$ cat src/hw/rtl/c_integer_literal_parser_assert.svh
// Assertion macros for the integer literal parser.
`ifndef C_INTEGER_LITERAL_PARSER_ASSERT_SVH
`define C_INTEGER_LITERAL_PARSER_ASSERT_SVH
`ifndef SYNTH
// Same-cycle implication, checked while out of reset.
`define CILP_ASSERT_IMPL(label, clk, rstn, ante, cons) \
    label: assert property (@(posedge clk) disable iff (!(rstn)) (ante) |-> (cons)) \
        else $error("cilp assertion failed");
// Next-cycle implication, checked while out of reset.
`define CILP_ASSERT_NEXT(label, clk, rstn, ante, cons) \
    label: assert property (@(posedge clk) disable iff (!(rstn)) (ante) |=> (cons)) \
        else $error("cilp assertion failed");
`else
`define CILP_ASSERT_IMPL(label, clk, rstn, ante, cons)
`define CILP_ASSERT_NEXT(label, clk, rstn, ante, cons)
`endif
`endif

$ cat src/hw/rtl/cilp_pkg.sv
// Package with types, constants and helpers of the integer literal parser.
`default_nettype none
package cilp_pkg;

    localparam int CILP_FIFO_DEPTH = 4;

    typedef enum logic [1:0] {
        BASE_DEC = 2'd0,
        BASE_OCT = 2'd1,
        BASE_HEX = 2'd2,
        BASE_BIN = 2'd3
    } cilp_base_t;

    typedef enum logic [3:0] {
        PH_DIGITS = 4'd0,
        PH_PREFIX = 4'd1,
        PH_L      = 4'd2,
        PH_LOW_L  = 4'd3,
        PH_LL     = 4'd4,
        PH_U      = 4'd5,
        PH_UL     = 4'd6,
        PH_ULOW   = 4'd7,
        PH_DONE   = 4'd8
    } cilp_phase_t;

    typedef enum logic [1:0] {
        TYPE_INT   = 2'd0,
        TYPE_UINT  = 2'd1,
        TYPE_LONG  = 2'd2,
        TYPE_ULONG = 2'd3
    } cilp_type_t;

    // Classified character, as queued between front and back.
    typedef struct packed {
        logic [3:0] dval;      // digit value for hex digits
        logic [3:0] dig_ok;    // digit valid in base, indexed by cilp_base_t
        logic       is_zero;
        logic       is_nzdec;  // 1..9
        logic       is_x;      // x or X
        logic       is_b;      // b or B
        logic       is_upl;    // L
        logic       is_lowl;   // l
        logic       is_u;      // u or U
        logic       last;
    } cilp_class_t;

    typedef struct packed {
        logic full;
        logic empty;
    } cilp_fifo_stat_t;

    typedef struct packed {
        logic take;
        logic load;
    } cilp_back_stat_t;

    function automatic cilp_type_t cilp_pick_type(
        input logic [63:0] v,
        input logic        dec,
        input logic        l,
        input logic        u
    );
        cilp_type_t t;
        if (l && u) begin
            t = TYPE_ULONG;
        end else if (dec) begin
            if (l)      t = TYPE_LONG;
            else if (u) t = (|v[63:32]) ? TYPE_ULONG : TYPE_UINT;
            else        t = (|v[63:31]) ? TYPE_LONG : TYPE_INT;
        end else begin
            if (l)              t = v[63] ? TYPE_ULONG : TYPE_LONG;
            else if (u)         t = (|v[63:32]) ? TYPE_ULONG : TYPE_UINT;
            else if (v[63])     t = TYPE_ULONG;
            else if (|v[62:32]) t = TYPE_LONG;
            else if (v[31])     t = TYPE_UINT;
            else                t = TYPE_INT;
        end
        return t;
    endfunction

endpackage
`default_nettype wire

$ cat src/hw/rtl/cilp_front.sv
// Front end: classify each incoming character for the back end.
`default_nettype none
module cilp_front
    import cilp_pkg::*;
(
    input  wire logic [7:0] char_in,
    input  wire logic       last_in,
    output cilp_class_t     cls
);
    logic is_dec;
    logic is_lowhex;
    logic is_uphex;

    always_comb begin
        is_dec    = char_in inside {["0":"9"]};
        is_lowhex = char_in inside {["a":"f"]};
        is_uphex  = char_in inside {["A":"F"]};

        cls.dval       = is_dec ? char_in[3:0] : (char_in[3:0] + 4'd9);
        cls.dig_ok[BASE_DEC] = is_dec;
        cls.dig_ok[BASE_OCT] = char_in inside {["0":"7"]};
        cls.dig_ok[BASE_HEX] = is_dec || is_lowhex || is_uphex;
        cls.dig_ok[BASE_BIN] = char_in inside {"0", "1"};
        cls.is_zero    = (char_in == "0");
        cls.is_nzdec   = char_in inside {["1":"9"]};
        cls.is_x       = char_in inside {"x", "X"};
        cls.is_b       = char_in inside {"b", "B"};
        cls.is_upl     = (char_in == "L");
        cls.is_lowl    = (char_in == "l");
        cls.is_u       = char_in inside {"u", "U"};
        cls.last       = last_in;
    end
endmodule
`default_nettype wire

$ cat src/hw/rtl/cilp_fifo.sv
// Short queue of classified characters between front and back end.
`default_nettype none
module cilp_fifo
    import cilp_pkg::*;
#(
    parameter int DEPTH = CILP_FIFO_DEPTH
) (
    input  wire logic        aclk,
    input  wire logic        aresetn,
    input  wire logic        push,
    input  cilp_class_t      wr_data,
    input  wire logic        pop,
    output cilp_class_t      rd_data,
    output cilp_fifo_stat_t  stat
);
    localparam int PTR_W = (DEPTH > 1) ? $clog2(DEPTH) : 1;
    localparam int CNT_W = $clog2(DEPTH + 1);

    cilp_class_t        entry_reg [DEPTH];
    logic [PTR_W-1:0]   wr_ptr_reg, wr_ptr_next;
    logic [PTR_W-1:0]   rd_ptr_reg, rd_ptr_next;
    logic [CNT_W-1:0]   count_reg,  count_next;

    always_comb begin
        wr_ptr_next = wr_ptr_reg;
        rd_ptr_next = rd_ptr_reg;
        count_next  = count_reg;
        if (push) begin
            wr_ptr_next = (wr_ptr_reg == PTR_W'(DEPTH - 1)) ? '0 : wr_ptr_reg + 1'b1;
        end
        if (pop) begin
            rd_ptr_next = (rd_ptr_reg == PTR_W'(DEPTH - 1)) ? '0 : rd_ptr_reg + 1'b1;
        end
        if (push && !pop) begin
            count_next = count_reg + 1'b1;
        end else if (pop && !push) begin
            count_next = count_reg - 1'b1;
        end
    end

    always_ff @(posedge aclk) begin
        if (!aresetn) begin
            wr_ptr_reg <= '0;
            rd_ptr_reg <= '0;
            count_reg  <= '0;
        end else begin
            wr_ptr_reg <= wr_ptr_next;
            rd_ptr_reg <= rd_ptr_next;
            count_reg  <= count_next;
        end
    end

    always_ff @(posedge aclk) begin
        if (push) begin
            entry_reg[wr_ptr_reg] <= wr_data;
        end
    end

    assign rd_data    = entry_reg[rd_ptr_reg];
    assign stat.full  = (count_reg == CNT_W'(DEPTH));
    assign stat.empty = (count_reg == '0);
endmodule
`default_nettype wire

$ cat src/hw/rtl/cilp_back.sv
// Back end: base selection, digit accumulation, suffix parsing and result register.
`default_nettype none
module cilp_back
    import cilp_pkg::*;
(
    input  wire logic         aclk,
    input  wire logic         aresetn,
    input  wire logic         in_valid,
    input  cilp_class_t       in_cls,
    output cilp_back_stat_t   stat,
    output logic              out_valid,
    input  wire logic         out_ready,
    output logic              out_ok,
    output logic [63:0]       out_value,
    output logic [1:0]        out_type
);
    logic [1:0]   cnt_reg,   cnt_next;
    cilp_base_t   base_reg,  base_next;
    logic [63:0]  acc_reg,   acc_next;
    logic         ovf_reg,   ovf_next;
    cilp_phase_t  phase_reg, phase_next;
    logic         mark_l_reg, mark_l_next;
    logic         mark_u_reg, mark_u_next;
    logic         rej_reg,   rej_next;
    logic         pfx_x_reg, pfx_x_next;

    logic         vld_reg,   vld_next;
    logic         ok_reg;
    logic [63:0]  val_reg;
    logic         dec_reg, l_reg, u_reg;

    logic         take;
    logic         load;
    logic         ok_now;
    logic [67:0]  scaled;
    logic [67:0]  summed;

    assign take = in_valid && (!in_cls.last || !vld_reg || out_ready);
    assign load = take && in_cls.last;
    assign stat.take = take;
    assign stat.load = load;

    // Multiply by the radix as shifts and adds.
    always_comb begin
        case (base_reg)
            BASE_DEC: scaled = {1'b0, acc_reg, 3'b000} + {3'b000, acc_reg, 1'b0};
            BASE_OCT: scaled = {1'b0, acc_reg, 3'b000};
            BASE_HEX: scaled = {acc_reg, 4'b0000};
            BASE_BIN: scaled = {3'b000, acc_reg, 1'b0};
            default:  scaled = '0;
        endcase
        summed = scaled + {64'd0, in_cls.dval};
    end

    always_comb begin
        cnt_next    = cnt_reg;
        base_next   = base_reg;
        acc_next    = acc_reg;
        ovf_next    = ovf_reg;
        phase_next  = phase_reg;
        mark_l_next = mark_l_reg;
        mark_u_next = mark_u_reg;
        rej_next    = rej_reg;
        pfx_x_next  = pfx_x_reg;
        ok_now      = 1'b0;

        if (take) begin
            if (!rej_reg) begin
                if (cnt_reg == 2'd0) begin
                    if (in_cls.is_zero) begin
                        base_next = BASE_OCT;
                        acc_next  = '0;
                    end else if (in_cls.is_nzdec) begin
                        base_next = BASE_DEC;
                        acc_next  = {60'd0, in_cls.dval};
                    end else begin
                        rej_next = 1'b1;
                    end
                end else if (phase_reg == PH_PREFIX) begin
                    phase_next = PH_DIGITS;
                    if (pfx_x_reg && in_cls.dig_ok[BASE_HEX]) begin
                        base_next = BASE_HEX;
                        acc_next  = {60'd0, in_cls.dval};
                    end else if (!pfx_x_reg && in_cls.dig_ok[BASE_BIN]) begin
                        base_next = BASE_BIN;
                        acc_next  = {60'd0, in_cls.dval};
                    end else begin
                        rej_next = 1'b1;
                    end
                end else if (cnt_reg == 2'd1 && base_reg == BASE_OCT &&
                             (in_cls.is_x || in_cls.is_b)) begin
                    pfx_x_next = in_cls.is_x;
                    phase_next = PH_PREFIX;
                end else if (phase_reg == PH_DIGITS && in_cls.dig_ok[base_reg]) begin
                    if (!ovf_reg) begin
                        if (|summed[67:64]) begin
                            acc_next = '1;
                            ovf_next = 1'b1;
                        end else begin
                            acc_next = summed[63:0];
                        end
                    end
                end else begin
                    case (phase_reg)
                        PH_DIGITS: begin
                            if (in_cls.is_upl) begin
                                phase_next  = PH_L;
                                mark_l_next = 1'b1;
                            end else if (in_cls.is_lowl) begin
                                phase_next  = PH_LOW_L;
                                mark_l_next = 1'b1;
                            end else if (in_cls.is_u) begin
                                phase_next  = PH_U;
                                mark_u_next = 1'b1;
                            end else begin
                                rej_next = 1'b1;
                            end
                        end
                        PH_L, PH_LOW_L: begin
                            if ((phase_reg == PH_L && in_cls.is_upl) ||
                                (phase_reg == PH_LOW_L && in_cls.is_lowl)) begin
                                phase_next = PH_LL;
                            end else if (in_cls.is_u) begin
                                phase_next  = PH_DONE;
                                mark_u_next = 1'b1;
                            end else begin
                                rej_next = 1'b1;
                            end
                        end
                        PH_LL: begin
                            if (in_cls.is_u) begin
                                phase_next  = PH_DONE;
                                mark_u_next = 1'b1;
                            end else begin
                                rej_next = 1'b1;
                            end
                        end
                        PH_U: begin
                            if (in_cls.is_upl) begin
                                phase_next  = PH_UL;
                                mark_l_next = 1'b1;
                            end else if (in_cls.is_lowl) begin
                                phase_next  = PH_ULOW;
                                mark_l_next = 1'b1;
                            end else begin
                                rej_next = 1'b1;
                            end
                        end
                        PH_UL: begin
                            if (in_cls.is_upl) phase_next = PH_DONE;
                            else               rej_next   = 1'b1;
                        end
                        PH_ULOW: begin
                            if (in_cls.is_lowl) phase_next = PH_DONE;
                            else                rej_next   = 1'b1;
                        end
                        default: begin
                            rej_next = 1'b1;
                        end
                    endcase
                end
            end

            if (cnt_reg != 2'd3) begin
                cnt_next = cnt_reg + 2'd1;
            end

            if (in_cls.last) begin
                ok_now      = !rej_next && (phase_next != PH_PREFIX);
                cnt_next    = '0;
                base_next   = BASE_DEC;
                acc_next    = '0;
                ovf_next    = 1'b0;
                phase_next  = PH_DIGITS;
                mark_l_next = 1'b0;
                mark_u_next = 1'b0;
                rej_next    = 1'b0;
                pfx_x_next  = 1'b0;
            end
        end
    end

    always_comb begin
        vld_next = vld_reg;
        if (load) begin
            vld_next = 1'b1;
        end else if (out_ready) begin
            vld_next = 1'b0;
        end
    end

    always_ff @(posedge aclk) begin
        if (!aresetn) begin
            cnt_reg    <= '0;
            base_reg   <= BASE_DEC;
            acc_reg    <= '0;
            ovf_reg    <= 1'b0;
            phase_reg  <= PH_DIGITS;
            mark_l_reg <= 1'b0;
            mark_u_reg <= 1'b0;
            rej_reg    <= 1'b0;
            pfx_x_reg  <= 1'b0;
            vld_reg    <= 1'b0;
        end else begin
            cnt_reg    <= cnt_next;
            base_reg   <= base_next;
            acc_reg    <= acc_next;
            ovf_reg    <= ovf_next;
            phase_reg  <= phase_next;
            mark_l_reg <= mark_l_next;
            mark_u_reg <= mark_u_next;
            rej_reg    <= rej_next;
            pfx_x_reg  <= pfx_x_next;
            vld_reg    <= vld_next;
        end
    end

    // Values of the state as updated by the last character, before the clear.
    function automatic logic [63:0] acc_next_pre_clear();
        logic [63:0] v;
        v = acc_reg;
        if (!rej_reg) begin
            if (cnt_reg == 2'd0) begin
                v = in_cls.is_zero ? 64'd0 : {60'd0, in_cls.dval};
            end else if (phase_reg == PH_PREFIX) begin
                v = {60'd0, in_cls.dval};
            end else if (!(cnt_reg == 2'd1 && base_reg == BASE_OCT &&
                           (in_cls.is_x || in_cls.is_b)) &&
                         phase_reg == PH_DIGITS && in_cls.dig_ok[base_reg] && !ovf_reg) begin
                v = (|summed[67:64]) ? '1 : summed[63:0];
            end
        end
        return v;
    endfunction

    function automatic cilp_base_t base_next_pre_clear();
        cilp_base_t b;
        b = base_reg;
        if (!rej_reg) begin
            if (cnt_reg == 2'd0) begin
                b = in_cls.is_zero ? BASE_OCT : BASE_DEC;
            end else if (phase_reg == PH_PREFIX) begin
                b = pfx_x_reg ? BASE_HEX : BASE_BIN;
            end
        end
        return b;
    endfunction

    function automatic logic mark_l_pre_clear();
        logic m;
        m = mark_l_reg;
        if (!rej_reg && cnt_reg != 2'd0 && phase_reg != PH_PREFIX &&
            !(phase_reg == PH_DIGITS && in_cls.dig_ok[base_reg])) begin
            if ((phase_reg == PH_DIGITS || phase_reg == PH_U) &&
                (in_cls.is_upl || in_cls.is_lowl)) begin
                m = 1'b1;
            end
        end
        return m;
    endfunction

    function automatic logic mark_u_pre_clear();
        logic m;
        m = mark_u_reg;
        if (!rej_reg && cnt_reg != 2'd0 && phase_reg != PH_PREFIX &&
            !(phase_reg == PH_DIGITS && in_cls.dig_ok[base_reg])) begin
            if ((phase_reg == PH_DIGITS || phase_reg == PH_L || phase_reg == PH_LOW_L ||
                 phase_reg == PH_LL) && in_cls.is_u) begin
                m = 1'b1;
            end
        end
        return m;
    endfunction

    // Result payload; a rejected token is captured as all zeros.
    always_ff @(posedge aclk) begin
        if (load) begin
            ok_reg  <= ok_now;
            val_reg <= ok_now ? acc_next_pre_clear() : '0;
            dec_reg <= (base_next_pre_clear() == BASE_DEC);
            l_reg   <= ok_now && mark_l_pre_clear();
            u_reg   <= ok_now && mark_u_pre_clear();
        end
    end

    assign out_valid = vld_reg;
    assign out_ok    = ok_reg;
    assign out_value = val_reg;
    assign out_type  = ok_reg ? 2'(cilp_pick_type(val_reg, dec_reg, l_reg, u_reg)) : 2'(TYPE_INT);
endmodule
`default_nettype wire

$ cat src/hw/rtl/c_integer_literal_parser.sv
// Top level of the C integer constant lexer: front end, queue, back end.
// Throughput: one character per cycle unless results stall, with no bubbles between tokens.
// A result passes through the queue entry and is then loaded into the result register
// when the back end takes the last character, together with that character's digit step.
// The critical path is the back end's radix multiply, a 68-bit shift-and-add with carry out.
// Reset (aresetn low, synchronous): the queue empties, the token state clears, no result.
`default_nettype none
`include "c_integer_literal_parser_assert.svh"
module c_integer_literal_parser
    import cilp_pkg::*;
#(
    parameter int FIFO_DEPTH = CILP_FIFO_DEPTH
) (
    input  wire logic        aclk,
    input  wire logic        aresetn,
    // Character stream
    input  wire logic        s_tvalid,
    output logic             s_tready,
    input  wire logic [7:0]  s_tdata,   // [7:0] char_code
    input  wire logic        s_tlast,   // last_char
    // Result stream
    output logic             m_tvalid,
    input  wire logic        m_tready,
    output logic [71:0]      m_tdata,   // [63:0] literal_value, [65:64] type_code, rest zero
    output logic [0:0]       m_tuser    // [0] is_integer
);
    cilp_class_t      front_cls;
    cilp_class_t      queue_cls;
    cilp_fifo_stat_t  fifo_stat;
    cilp_back_stat_t  back_stat;
    logic             s_xfer;
    logic             res_ok;
    logic [63:0]      res_value;
    logic [1:0]       res_type;

    // Accept a character whenever the queue has room; the back end drains
    // it once per cycle, so the queue only fills while results are stalled.
    assign s_tready = !fifo_stat.full;
    assign s_xfer   = s_tvalid && s_tready;

    // Classify the character: digit value, per-base validity, prefix and suffix letters.
    cilp_front u_front (
        .char_in (s_tdata),
        .last_in (s_tlast),
        .cls     (front_cls)
    );

    // Decouple classification from accumulation so either side can stall.
    cilp_fifo #(
        .DEPTH (FIFO_DEPTH)
    ) u_fifo (
        .aclk    (aclk),
        .aresetn (aresetn),
        .push    (s_xfer),
        .wr_data (front_cls),
        .pop     (back_stat.take),
        .rd_data (queue_cls),
        .stat    (fifo_stat)
    );

    // Advance the token state; on the last character load the result register
    // and clear the state for the next token.
    cilp_back u_back (
        .aclk      (aclk),
        .aresetn   (aresetn),
        .in_valid  (!fifo_stat.empty),
        .in_cls    (queue_cls),
        .stat      (back_stat),
        .out_valid (m_tvalid),
        .out_ready (m_tready),
        .out_ok    (res_ok),
        .out_value (res_value),
        .out_type  (res_type)
    );

    // Pack the result transaction.
    assign m_tdata = {6'd0, res_type, res_value};
    assign m_tuser = res_ok;

    // A rejected token carries zero value and type.
    `CILP_ASSERT_IMPL(a_reject_zero, aclk, aresetn, m_tvalid && !m_tuser[0], m_tdata == 72'd0)
    // A result is only loaded when the output register is free or draining.
    `CILP_ASSERT_IMPL(a_load_free, aclk, aresetn, back_stat.load, !m_tvalid || m_tready)
    // Never push into a full queue.
    `CILP_ASSERT_IMPL(a_no_overrun, aclk, aresetn, s_xfer, !fifo_stat.full)
    // A loaded result is presented in the next cycle.
    `CILP_ASSERT_NEXT(a_load_shows, aclk, aresetn, back_stat.load, m_tvalid)
endmodule
`default_nettype wire

$ cat config.mk
export PLATFORM = sky130hd
export DESIGN_NAME = c_integer_literal_parser
export DESIGN_NICKNAME = d
export VERILOG_FILES = /design/src/hw/rtl/cilp_pkg.sv /design/src/hw/rtl/cilp_front.sv /design/src/hw/rtl/cilp_fifo.sv /design/src/hw/rtl/cilp_back.sv /design/src/hw/rtl/c_integer_literal_parser.sv
export VERILOG_INCLUDE_DIRS = /design/src /design/src/hw/rtl
export SDC_FILE = /design/constraint.sdc
export NUM_CORES = 1
export LEC_CHECK = 0
export ABC_AREA = 1
export BUFFER_PORTS_ARGS = -buffer_cell sky130_fd_sc_hd__buf_2
export CAP_MARGIN = 40
export CORE_UTILIZATION = 55
export DETAILED_ROUTE_END_ITERATION = 7
export PLACE_DENSITY_LB_ADDON = 0.2
export SYNTH_ARGS = -nofsm -noshare
export SYNTH_HDL_FRONTEND = slang
export SYNTH_SLANG_ARGS = --single-unit
$ cat constraint.sdc
create_clock -name aclk -period 6.3 [get_ports aclk]
set_clock_uncertainty 0.05 [all_clocks]
set_input_delay 1.26 -clock aclk [delete_from_list [all_inputs] [get_ports aclk]]
set_output_delay 1.26 -clock aclk [all_outputs]
set_load 0.02 [all_outputs]
; ---- Word-level counts from Yosys, hierarchy flattened
; Memory sizes are Yosys's and may differ from the RTL's. A register that Yosys moved wholly into a read port is not among the register bits.
; Cells that the tools add are included.
[totals]
register_bits = 153
mem_bits_rw = 64
out_inout_bits = 75
n_memories = 1
[memory_table]
columns = name, words, word_bits, read_ports, rd_clocked_by_memory_dff, wr, line_no
row1 = u_fifo.entry_reg, 4, 16, 1, 1, 1, cilp_fifo.sv:19  ; cilp_class_t entry_reg [DEPTH];
[op_classes]
addsub = 8
n_lt_le_gt_ge = 9
n_eq_ne = 39
muxes = 137
n_reduce_logical = 86
[ops]
columns = operator, n
row1 = two-way mux 64 bit, 16
row2 = one-hot mux 68 bit (4 select lines), 1
row3 = two-way mux 4 bit, 18
row4 = adder 67 x 65 -> 68 bit, 1
row5 = adder 68 x 4 -> 68 bit, 1
row6 = two-way mux 1 bit, 67
row7 = "equality test 8 x 7 -> 1 bit, second input constant", 8
row8 = two-way mux 2 bit, 29
row9 = OR reduction 33 bit, 1
row10 = OR reduction 32 bit, 1
row11 = OR reduction 31 bit, 1
row12 = logical AND 1 bit, 29
row13 = one-hot mux 4 bit (6 select lines), 1
row14 = nonzero test 2 bit, 11
row15 = "equality test 4 x 3 -> 1 bit, second input constant", 4
row16 = "equality test 8 x 6 -> 1 bit, second input constant", 2
row17 = "greater-or-equal comparator 8 x 6 -> 1 bit, second input constant", 2
row18 = "greater-or-equal comparator 8 x 7 -> 1 bit, second input constant", 2
row19 = "<= comparator 8 x 6 -> 1 bit, second input constant", 2
row20 = "<= comparator 8 x 7 -> 1 bit, second input constant", 2
row21 = logical NOT 1 bit, 12
row22 = "inequality test 4 x 1 -> 1 bit, second input constant", 3
row23 = nonzero test 4 bit, 3
row24 = logical OR 1 bit, 11
row25 = other kinds (33), 51

; ---- Logic depth before layout (Yosys ltp)
[logic_depth]
depth_word = 16
ltp_mapped = 34

; ---- By module
; Synthesis repeated with hierarchy kept, for this count alone.
[unflattened]
cells_unflattened = 3410
area_unflattened_um2 = 20628.5
[by_module_without_submodules]
columns = module, instances, cells_each, area_each_um2, seq_area_each_um2
row1 = cilp_back, 1, 3106, 17197.7, 3603.5
row2 = cilp_fifo, 1, 213, 2925.3, 2102.0
row3 = cilp_front, 1, 80, 439.2, 0.0
row4 = c_integer_literal_parser, 1, 11, 66.3, 0.0

; ---- Worst setup path before layout
; OpenSTA, ideal clock, no wires.
[synth_timing]
kind = input to register
from = input port m_tready
to = register u_back.val_reg[10], in the netlist u_back.out_value[10] (data pin)
t_arrival_ns = 5.898
path_slack_ns = 0.207
stages = 11
path_buffers = 1
cell_sequence = inv_1 -> nand2_1 -> o21ai_0 -> nor2_1 -> inv_1 -> nor3_1 -> nand2_1 -> inv_1 -> clkbuf_1 -> o21ai_0 -> a21oi_1
[synth_between]
elab_chain_len = 3
[synth_lines]
columns = element, line_no
row1 = from (decl), c_integer_literal_parser.sv:23  ; input wire logic m_tready,
row2 = logical OR 1 bit, cilp_back.sv:38  ; assign take = in_valid && (!in_cls.last || !vld_reg || out_ready);
row3 = logical AND 1 bit, cilp_back.sv:38
row4 = two-way mux 1 bit, cilp_back.sv:67  ; if (take) begin
row5 = net u_back.ok_now, cilp_back.sv:34  ; logic ok_now;
row6 = to (signal assigned), cilp_back.sv:279  ; val_reg <= ok_now ? acc_next_pre_clear() : '0;
row7 = to (decl), cilp_back.sv:29  ; logic [63:0] val_reg;
; The timed path passes the listed nets, and every way through them passes these cells.
; A chain may end at the register's enable or synchronous reset.

==> summary by stage <==
Clocking
The post-cts repair resize count is 0. The maximum buffer depth of the clock tree is 3. TritonCTS built the clock tree. Clock tree synthesis inserted a total of 25 buffers. Buffers inserted to repair hold after CTS numbered 0.

For the worst-skew pair, the clock arrives at the later sink with an insertion delay of 0.56 ns. The clock root buffer is sky130_fd_sc_hd__clkbuf_16. The number of buffers inserted by post-CTS setup repair is 0. Clock-pin slew was measured on the worst setup and hold paths at 0.06 ns. The number of clock sinks is 219. CTS built an H-tree with a depth of 1.

Finish
The library cell used most frequently in the layout, excluding fill and tap cells, is sky130_fd_sc_hd__nand2_1. The area growth from synthesis to layout is 8.118%. The final layout contains 3451 nets. In the layout the commonest cells are 1182 x sky130_fd_sc_hd__nand2_1, 490 x sky130_fd_sc_hd__inv_1, 287 x sky130_fd_sc_hd__nor2_1.

In the final layout, the multi-input gates occupy 12160 µm². The flip-flop and latch area is 5707 µm². The number of antenna cells inserted is 0. The share of cells above drive strength 1 is 0.06370. The fill cell instance count of the final layout is 3471.

Routing
For this block, the via count after detailed routing is 22139. For this run, the detailed router's first-pass iteration total came to 6. The average wire per standard cell is 18.29 µm.

The routed wire length is 70150 µm. The detailed router's first-iteration violation count is 2336. The total DRC errors in the routed layout is 0. The ratio of routed vias to standard cells is 5.771.

In this run the remaining antenna-violating nets after routing total 0.

Global routing
The initial antenna violation count is 0. The global-route wire length before repair is 109500 µm. The overall fraction of global-route tracks in use is 0.3680. The number of global-route vias before repair was 20025.

The largest net degree at the start of global routing is 80. The total overflow reported by the global router is 0.

Die
The floorplan has 69 rows. The horizontal die dimension is 193.9 µm. For this configuration, the core starts out at a cell density of 0.5639. The vertical die dimension is 193.9 µm. The die covers 37590 µm². Pin placement for this block handled 88 I/O pins.

The region available for standard cell placement spans 35910 µm².

Placement
Detailed placement ended at an HPWL of 54050 µm. Before CTS, the worst setup slack after placement is 1.094 ns. The final weighted congestion in routability-driven placement is 1.051. Buffers placed on the I/O ports in this run total 81.

Synth
The combined area of all synthesized cells is 20250 µm². The number of warnings reported in the yosys synthesis log is 0. In this run, synthesis produced a sequential element count of 219. Counting flops with a built-in enable in the synthesized netlist gives 132. Among all flip-flop cells after synthesis, the most frequent one is sky130_fd_sc_hd__edfxtp_1. Of the synthesized area, sequential elements account for 0.2817.

The number of distinct library cells after synthesis is 62. The mean post-synth cell area is 6.081 µm². The proportion of register bits with asynchronous set or reset after synthesis is 0.

Synthesis produced 3330 cells.

Setup path
The total buffers and inverters traversed by the critical path is 4. For the worst setup path, the data arrival time is 5.52 ns. The kind of cell adding the most delay to the critical path is simple AND/OR/NAND/NOR gates. The slowest library cell on the worst path is sky130_fd_sc_hd__dfxtp_1. For this run, the slowest stage of the critical path takes 0.61 ns.

STA classifies the critical path endpoint as a flop. The data required time of the critical path is 6.54 ns. The largest fanout on the critical path is 78. The category of the worst setup path launch point is a flop. Counting stages on the worst path, the most repeated cell is sky130_fd_sc_hd__nand2_1.

The worst setup path is of the flop to flop kind.

Timing
The accumulated negative setup slack is 0 ns. The top achievable clock speed is 189.6 MHz. Subtracting the final worst setup slack from the clock period gives 5.273 ns. The worst slew slack as a fraction of its limit is 0.4043. At the pin with the least slew margin, the transition time is 0.8925 ns.

Setup repair after global routing left no endpoint under its margin. The number of hold violations in the final report came to 0. The setup slack of the critical path after layout is 1.027 ns. Final hold analysis gives a worst-case slack of 0.4326 ns. The number of endpoints failing setup at the final stage is 0. The final critical-path share of the clock period is 0.8370. The total count of max-transition violations in the final report is 0.

Worst hold path
The worst hold-check path type is flop to flop.

Power and ir drop
The final total power is 10110 µW. The static leakage is 0.009963 µW. The power per unit of standard cell area is 461.8 nW/µm². The maximum ir drop on the vdd rail is 672.2 µV.

Run status
The flow ran to the end, and the final reports show no timing, DRC or antenna violations.

Flow run
Max-cap violations in this run came to 0.
## layout make-up
cell class	count	area share
inverter	501	0.08618
sequential	219	0.2606
timing repair buffer	109	0.03137
clock inverter	11	0.007143
clock buffer	35	0.03303
multi-input combinational	2500	0.5553
tap	461	0.02634
## synthesized netlist by cell type, types with 11 or more instances
cell | n | share of area
sky130_fd_sc_hd__nor2_1 | 293 | 0.054
sky130_fd_sc_hd__nand3_1 | 212 | 0.052
sky130_fd_sc_hd__ha_1 | 79 | 0.049
sky130_fd_sc_hd__o21ai_0 | 179 | 0.044
sky130_fd_sc_hd__inv_1 | 490 | 0.091
sky130_fd_sc_hd__o21ai_1 | 26 | 0.0064
sky130_fd_sc_hd__nor3_1 | 41 | 0.010
sky130_fd_sc_hd__xor2_1 | 47 | 0.020
sky130_fd_sc_hd__nor2_4 | 11 | 0.0061
sky130_fd_sc_hd__o2111ai_1 | 11 | 0.0048
sky130_fd_sc_hd__a21oi_1 | 226 | 0.056
sky130_fd_sc_hd__edfxtp_1 | 132 | 0.20
sky130_fd_sc_hd__nand2_1 | 1182 | 0.22
sky130_fd_sc_hd__xnor2_1 | 11 | 0.0048
sky130_fd_sc_hd__nand4_1 | 30 | 0.0093
sky130_fd_sc_hd__clkbuf_1 | 73 | 0.014
sky130_fd_sc_hd__nor4_1 | 12 | 0.0037
sky130_fd_sc_hd__buf_4 | 17 | 0.0063
sky130_fd_sc_hd__dfxtp_1 | 87 | 0.086
sky130_fd_sc_hd__o211ai_1 | 13 | 0.0048
## worst paths after layout
kind         depth (start not counted)                            from  slack (ns)                                 end
max                                 29                            flop        1.03  u_back.out_value[62]$_SDFFCE_PN0P_
min                                  2  u_back.mark_u_reg$_SDFFE_PN0P_        0.43      u_back.mark_u_reg$_SDFFE_PN0P_
max reg2reg                         29                            flop        1.03  u_back.out_value[62]$_SDFFCE_PN0P_
min reg2reg                          2  u_back.mark_u_reg$_SDFFE_PN0P_        0.43      u_back.mark_u_reg$_SDFFE_PN0P_
## metrics by stage
stage | cells | instance area, µm² | util
after CTS | 3836 | 21890 | 0.6096
after detailed placement | 3790 | 21020 | 0.5851
after global routing | 3836 | 21890 | 0.6096
after global placement | 3784 | 20910 | 0.5823
after floorplan | 3335 | 20270 | -
final | 3836 | 21890 | 0.6096
## worst min-delay path: cells and delay by family (launching register included)
family / cells / cell delay (ns)
AO/OA/AOI/OAI: 1 / 0.04
flip-flops: 1 / 0.33
AND/OR/NAND/NOR: 1 / 0.07
## layer usage
layer | track usage | share of wire | wire length, µm | vias up
met5 | 0 | 0 | 0 | -
met4 | 0.1132 | 0.029 | 2019 | 0
met3 | 0.05775 | 0.11 | 7633 | 114
met2 | 0.5608 | 0.43 | 30050 | 1117
met1 | 0.5330 | 0.43 | 30440 | 10178
li1 | - | - | - | 10730
## logic make-up (layout without fill, tap and decap cells)
family,Yosys count,count (layout),share of synthesized area
simple gates,1824,1824,0.3742
buf+inv,616,656,0.1212
compound gates,530,530,0.1458
flops,219,219,0.2817
fa+ha+maj,82,82,0.05178
xor+xnor,58,58,0.02508
other cells,1,6,0.0001852
## power breakdown
part           internal [µW]  switching, µW  leakage, µW
combinational           1680           4400      0.00753
clock                    931            626     0.000426
sequential              1990            476      0.00201
Power figures use the tool's default switching activity.
